**config.mk**
```make
export PLATFORM = sky130hd
export DESIGN_NAME = ils_ctrl
export DESIGN_NICKNAME = d
export VERILOG_FILES = /design/src/sv/assert_macros.svh /design/src/sv/ils_pkg.sv /design/src/sv/ils_ctrl.sv
export SDC_FILE = /design/constraint.sdc
export NUM_CORES = 1
export LEC_CHECK = 0
export ABC_AREA = 0
export BUFFER_PORTS_ARGS = -buffer_cell sky130_fd_sc_hd__buf_2
export CAP_MARGIN = 10
export CELL_PAD_IN_SITES_DETAIL_PLACEMENT = 0
export CELL_PAD_IN_SITES_GLOBAL_PLACEMENT = 1
export CORE_AREA = 2 2 39 41
export CTS_BUF_LIST = sky130_fd_sc_hd__clkbuf_16
export DETAILED_ROUTE_END_ITERATION = 6
export DIE_AREA = 0 0 41 43
export PLACE_DENSITY = 0.76
export SLEW_MARGIN = 10
export SYNTH_ARGS = -nofsm -noshare
export SYNTH_HDL_FRONTEND = slang
export SYNTH_SLANG_ARGS = --single-unit
```
**constraint.sdc**
```tcl
create_clock -name clock -period 1.4 [get_ports clock]
set_input_delay 0.14 -clock clock [delete_from_list [all_inputs] [get_ports clock]]
set_output_delay 0.14 -clock clock [all_outputs]
set_load 0.03 [all_outputs]
```
**src/sv/assert_macros.svh**
```systemverilog
// Concurrent assertion helpers used by the RTL top level.
`ifndef ASSERT_MACROS_SVH
`define ASSERT_MACROS_SVH

// Property must hold at every rising clock edge outside reset.
`define ASSERT_ALWAYS(lbl, clk, rst, prop) \
   lbl: assert property (@(posedge clk) disable iff (rst) (prop)) \
      else $error("assertion failed");

// Antecedent in a cycle implies consequent in the next.
`define ASSERT_NEXT(lbl, clk, rst, ante, cons) \
   lbl: assert property (@(posedge clk) disable iff (rst) (ante) |=> (cons)) \
      else $error("assertion failed");

`endif

```
**src/sv/ils_pkg.sv**
```systemverilog
`default_nettype none

package ils_pkg;

   localparam int CAPACITY = 256;
   localparam int IDX_W    = $clog2(CAPACITY);
   localparam int CNT_W    = 9;
   localparam int POS_W    = 9;
   localparam int KIND_W   = 3;
   localparam int WORD_W   = 32;
   localparam int STAT_W   = 2;

   localparam logic [KIND_W-1:0] KIND_APPEND = 3'd0;
   localparam logic [KIND_W-1:0] KIND_REMOVE = 3'd1;
   localparam logic [KIND_W-1:0] KIND_INSERT = 3'd2;
   localparam logic [KIND_W-1:0] KIND_ERASE  = 3'd3;
   localparam logic [KIND_W-1:0] KIND_READ   = 3'd4;
   localparam logic [KIND_W-1:0] KIND_WRITE  = 3'd5;

   localparam logic [STAT_W-1:0] ST_OK    = 2'd0;
   localparam logic [STAT_W-1:0] ST_RANGE = 2'd1;
   localparam logic [STAT_W-1:0] ST_FULL  = 2'd2;
   localparam logic [STAT_W-1:0] ST_EMPTY = 2'd3;

   typedef struct packed {
      logic capture;
      logic read_pos;
      logic write_word;
      logic start_shift;
      logic shift_step;
      logic commit;
   } ils_cmd_type;

   typedef struct packed {
      logic [KIND_W-1:0] kind;
      logic              ok;
      logic              shift_needed;
      logic              shift_last;
   } ils_stat_type;

endpackage

`default_nettype wire

```
**src/sv/ils_ctrl.sv**
```systemverilog
`default_nettype none

module ils_ctrl import ils_pkg::*; (
   input  wire               clock,
   input  wire               reset,
   input  wire               req_valid,
   output logic              req_ready,
   output logic              rsp_valid,
   input  wire               rsp_ready,
   input  wire ils_stat_type stat,
   output ils_cmd_type       cmd
);

   localparam logic [2:0] S_IDLE   = 3'd0;
   localparam logic [2:0] S_CHECK  = 3'd1;
   localparam logic [2:0] S_SHIFT  = 3'd2;
   localparam logic [2:0] S_FINAL  = 3'd3;
   localparam logic [2:0] S_RESULT = 3'd4;

   logic [2:0] state_ff, state_in;
   logic       rsp_valid_ff, rsp_valid_in;
   logic       out_free;

   assign req_ready = (state_ff == S_IDLE);
   assign rsp_valid = rsp_valid_ff;
   assign out_free  = !rsp_valid_ff || rsp_ready;

   always_comb begin
      state_in = state_ff;
      cmd      = '0;
      cmd.capture = req_valid && req_ready;
      case (state_ff)
         S_IDLE: begin
            if (req_valid) state_in = S_CHECK;
         end
         S_CHECK: begin
            state_in = S_RESULT;
            if (stat.ok) begin
               case (stat.kind)
                  KIND_APPEND, KIND_WRITE: cmd.write_word = 1'b1;
                  KIND_READ:               cmd.read_pos   = 1'b1;
                  KIND_INSERT: begin
                     if (stat.shift_needed) begin
                        cmd.start_shift = 1'b1;
                        state_in        = S_SHIFT;
                     end else begin
                        cmd.write_word = 1'b1;
                     end
                  end
                  KIND_ERASE: begin
                     if (stat.shift_needed) begin
                        cmd.start_shift = 1'b1;
                        state_in        = S_SHIFT;
                     end
                  end
                  default: state_in = S_RESULT;
               endcase
            end
         end
         S_SHIFT: begin
            cmd.shift_step = 1'b1;
            if (stat.shift_last) begin
               state_in = (stat.kind == KIND_INSERT) ? S_FINAL : S_RESULT;
            end
         end
         S_FINAL: begin
            cmd.write_word = 1'b1;
            state_in       = S_RESULT;
         end
         S_RESULT: begin
            if (out_free) begin
               cmd.commit = 1'b1;
               state_in   = S_IDLE;
            end
         end
         default: state_in = S_IDLE;
      endcase
   end

   always_comb begin
      rsp_valid_in = rsp_valid_ff;
      if (cmd.commit)     rsp_valid_in = 1'b1;
      else if (rsp_ready) rsp_valid_in = 1'b0;
   end

   always_ff @(posedge clock) begin
      if (reset) begin
         state_ff     <= S_IDLE;
         rsp_valid_ff <= 1'b0;
      end else begin
         state_ff     <= state_in;
         rsp_valid_ff <= rsp_valid_in;
      end
   end

endmodule

`default_nettype wire

```
# After elaboration in Yosys (flattened, before gate mapping)
# Index checks and enable logic that the tools add are counted.
# totals
reg_bits,4
in_bits,10
out_inout_bits,8
word_cells,44
# op_classes
n_eq_ne,11
muxes,22
reduce_logical,9
# ops
op,count
two-way mux 3 bit,8
one-hot mux 3 bit (5 select lines),1
equality test 3 x 2 -> 1 bit (second input constant),4
two-way mux 1 bit,11
equality test 3 bit (second input constant),3
zero test 3 bit,2
inequality test 2 bit (second input constant),3
one-hot mux 1 bit (2 select lines),2
OR reduction 2 bit,2
equality test 3 x 1 -> 1 bit (second input constant),1
AND reduction 3 bit,1
nonzero test 2 bit,1
logical AND 1 bit,1
zero test 1 bit,1
logical OR 1 bit,1

# Depth between registers and ports, before layout
# depth
ltp_word,5
ltp_mapped,4
ltp_nobuf,3

# Least setup slack after synthesis
# Ideal clock, no wire load.
# synth_path
path_kind,register -> output
startpoint,reg state_ff[0]
endpoint,out cmd[5] in the netlist's numbering
t_arrival_ns,1.575
required_time_ns,1.260
path_slack_ns,-0.315
path_stages_with_launch,4
n_path_buf,1
path_cell_list,dfxtp_1 -> buf_2 -> nor3_1 -> and2_1
# synth_rtl
item,line,text
start: declaration,ils_ctrl.sv:20,"logic [2:0] state_ff, state_in;"
start signal: assignment,ils_ctrl.sv:91,state_ff <= state_in;
end: declaration,ils_ctrl.sv:11,output ils_cmd_type cmd

==> flow_metrics.tcl <==
set metrics [dict create \
    synthAdderAreaFrac 0 \
    numCtsBuffers 3 \
    nNetsFinal 76 \
    yosys-top-cells-count "4 x dfxtp_1, 4 x nor2b_1, 3 x a21oi_1" \
    timing.rr.start "state_ff[0]" \
    p_switching_w 0.000142 \
    total_power_w 0.000666 \
    synth_xor_xnor_area_share 0 \
    min_period_ns 1.40 \
    clockBufferDepth 2 \
    grt_max_degree 9 \
    design_area_um2 572 \
    seqPwrFrac 0.182 \
    maxCapViolations 0 \
    drv_slew 0 \
    worst_pin_slew_ns 0.308 \
    drive_gt1_frac 0.563 \
    ir_drop_uv 695 \
    dp.cells 74 \
    finalHoldViolCount 0 \
    ys_top_cells_by_area "dfxtp_1 23%, nor2b_1 7.3%, a21oi_1 4.4%" \
    io_pins 18 \
    slowest_stage "or3b_4" \
    grt_setup_unrepaired "true" \
    clock_latency_ns 0.23 \
    synth-seq-cells 4 \
    path_cells "or3b_4 > nor2b_1 > buf_4" \
    synth-compound-area-share 0.258 \
    synth-seq-area-share 0.233 \
    htree_levels 1 \
    fp.dieW_um 41 \
    synthSimpleGateAreaFrac 0.440 \
    io_buffers 17 \
    ys.flop_type "dfxtp_1" \
    worst_slack_ns -0.00180 \
    crit_path_end_kind "output port" \
    ys_async_sr_fraction 0 \
    dpl.hpwl_um 700 \
    finalSetupViolCount 1 \
    placementRows 14 \
    p_sw_frac 0.214 \
    worst_hold_slack_ns 0.118 \
    n_antenna_cell 0 \
    place_area_um2 455 \
    ant_nets 0 \
    routed_wl_um 985 \
    grt_pass1_vias 344 \
    intPower_w 0.000524 \
    avgRoutedWirePerCell_um 12.3 \
    holdPathEnd "state_ff[1]" \
    cp-start-kind "flop" \
    core-area_mm2 0.00138 \
    violations "setup timing" \
    drtIter0Drc 6 \
    rr_endpoint "state_ff[2]" \
    finalCritPeriodShare 1.00 \
    viasPerCell 5.06 \
    power_density_mw_per_mm2 1160 \
    status "finished, violations left" \
    combPwrFrac 0.139 \
    synth-edff-count 0 \
    tritoncts "done" \
    fin_skew_ns 0.000307 \
    antenna_found_initial 0 \
    dr_total_vias 405 \
    pwr-share-clk 0.678 \
    overflow 0 \
    yosys_warnings 0 \
    multiInputGateArea_um2 254 \
    route.detailed.drc 0 \
    synth_cells 42 \
    path_clk_slew_ns 0.03 \
    cp.arrival_ns 1.26 \
    synth_top_family_by_area "simple AND/OR/NAND/NOR gates" \
    yosysUniqueCellTypes 29 \
    grt_util_all_layers 0.126 \
    area_growth_pct 66.2 \
    reg2regPathDepth 4 \
    synth_nets 52 \
    regArea_um2 91.3 \
    critical_path_class "reg -> out" \
    max_freq_mhz 713 \
    slew_headroom 0.790 \
    p_leak_nw 0.249 \
    first_pass_iters 2 \
    yosys-mux-area-fraction 0 \
    die_h_um 43 \
    cp_max_fo 8 \
    gp_congestion 0.736 \
    final-instance-count-excl-fill 80 \
    clockRootBuffer "clkbuf_16" \
    synth.avg_cell_area_um2 8.19 \
    min_from "reset" \
    yosysTopAreaCellShare 0.233 \
    hold_path.class "in -> reg" \
    yosys.area.top_type "dfxtp_1" \
    grt_pass1_wl_mm 1.41 \
    die_area_mm2 0.00176 \
    syn-cell-area_um2 344 \
    clock_sinks 4 \
    start_util 0.249 \
    max_stage_delay_ns 0.38 \
    worstPathRequired_ns 1.26 \
    rrSetupSlack_ns 0.05 \
    min_path_cells 2 \
    fillers 146 \
    finish.utilization 0.413 \
]
[area by class of cell]
cell class	count	area share
flip-flops and latches	4	0.160
multi-input cells	34	0.444
well taps	16	0.0350
inverters	1	0.00656
clock buffers	3	0.131
repair buffers	22	0.223
[how the worst max path moves through the flow]
stage	from	endpoint	slack (ns)
floorplan	state_ff[1]	cmd[1]	0.05
finish	state_ff[0]	cmd[0]	-0.002
CTS	state_ff[2]	cmd[0]	-0.01
global route	state_ff[1]	cmd[0]	-0.03
detailed placement	state_ff[2]	state_ff[2]	0.12
global placement	state_ff[2]	cmd[0]	0.14
[flip-flops by register name (all words and copies together) (netlist names)]
register   flops
rsp_valid      1
state_ff       3
[kinds of logic after synthesis]
family / count (synthesis)
AOI/OAI and AO/OA: 12
buffers and inverters: 4
DFF: 4
and+or+nand+nor: 22
[metrics by stage]
step	setup TNS, ns	setup slack, ns
global route	-0.0541	-0.0340
detailed placement	0	0.118
global placement	0	0.136
finish	-0.00180	-0.00180
CTS	-0.0108	-0.0108
floorplan	0	0.0541
[timing repair]
action	4_1_cts	5_1_grt
hold buffers	0	0
pin swaps	1	0
endpoints found under the setup margin	3	3
gates resized for setup	8	1
setup buffers	2	1
[cells in the final DEF (no fill, tap or decap)]
cell type | synthesis | routed
nor2b_1 | 4 | 3
nor3_4 | 0 | 1
nand2_1 | 1 | 1
buf_2 | 1 | 15
o21ai_0 | 2 | 2
dfxtp_4 | 0 | 3
a211oi_2 | 1 | 1
a2111oi_0 | 1 | 1
nor2_1 | 2 | 2
nand4_1 | 1 | 1
nor3_1 | 2 | 1
nor2b_2 | 1 | 2
a211o_1 | 1 | 1
nand4b_1 | 1 | 1
or3b_4 | 1 | 1
a2bb2oi_1 | 1 | 1
and4b_2 | 1 | 1
a21oi_1 | 3 | 3
and3b_2 | 1 | 1
dfxtp_1 | 4 | 1
or2_2 | 1 | 1
clkbuf_16 | 0 | 3
a211oi_1 | 1 | 1
buf_4 | 2 | 7
nand3_1 | 1 | 1
nor4bb_1 | 1 | 1
a221oi_1 | 1 | 1
and2_1 | 1 | 1
nand2b_1 | 2 | 2
inv_1 | 1 | 1
or3b_1 | 1 | 1
a31o_1 | 1 | 1
[worst max-delay path, delay by kind of cell, from the launching register on]
kind / cells / cell delay (ns)
buf+inv: 1 / 0.17
simple gates: 2 / 0.51
flops: 1 / 0.36
[metal layers]
metal  GRT usage  share of wire  up-vias
li1            -              -      203
met1       0.137           0.41      182
met2       0.175           0.47       15
met3      0.0157          0.059        5
met4       0.160          0.056        0
met5           0              0        -
[power groups by stage]
| stage | Combinational, W | Sequential, W | Clock, W |
|---|---|---|---|
| after floorplan | 0.0000579 | 0.000123 | 0 |
| after global placement | 0.0000880 | 0.000126 | 0 |
| after detailed placement | 0.0000886 | 0.000126 | 0 |
| after CTS | 0.0000919 | 0.000122 | 0.000457 |
| after global routing | 0.000100 | 0.000122 | 0.000460 |
| final | 0.0000928 | 0.000121 | 0.000452 |
Power figures use the tool's default switching activity.
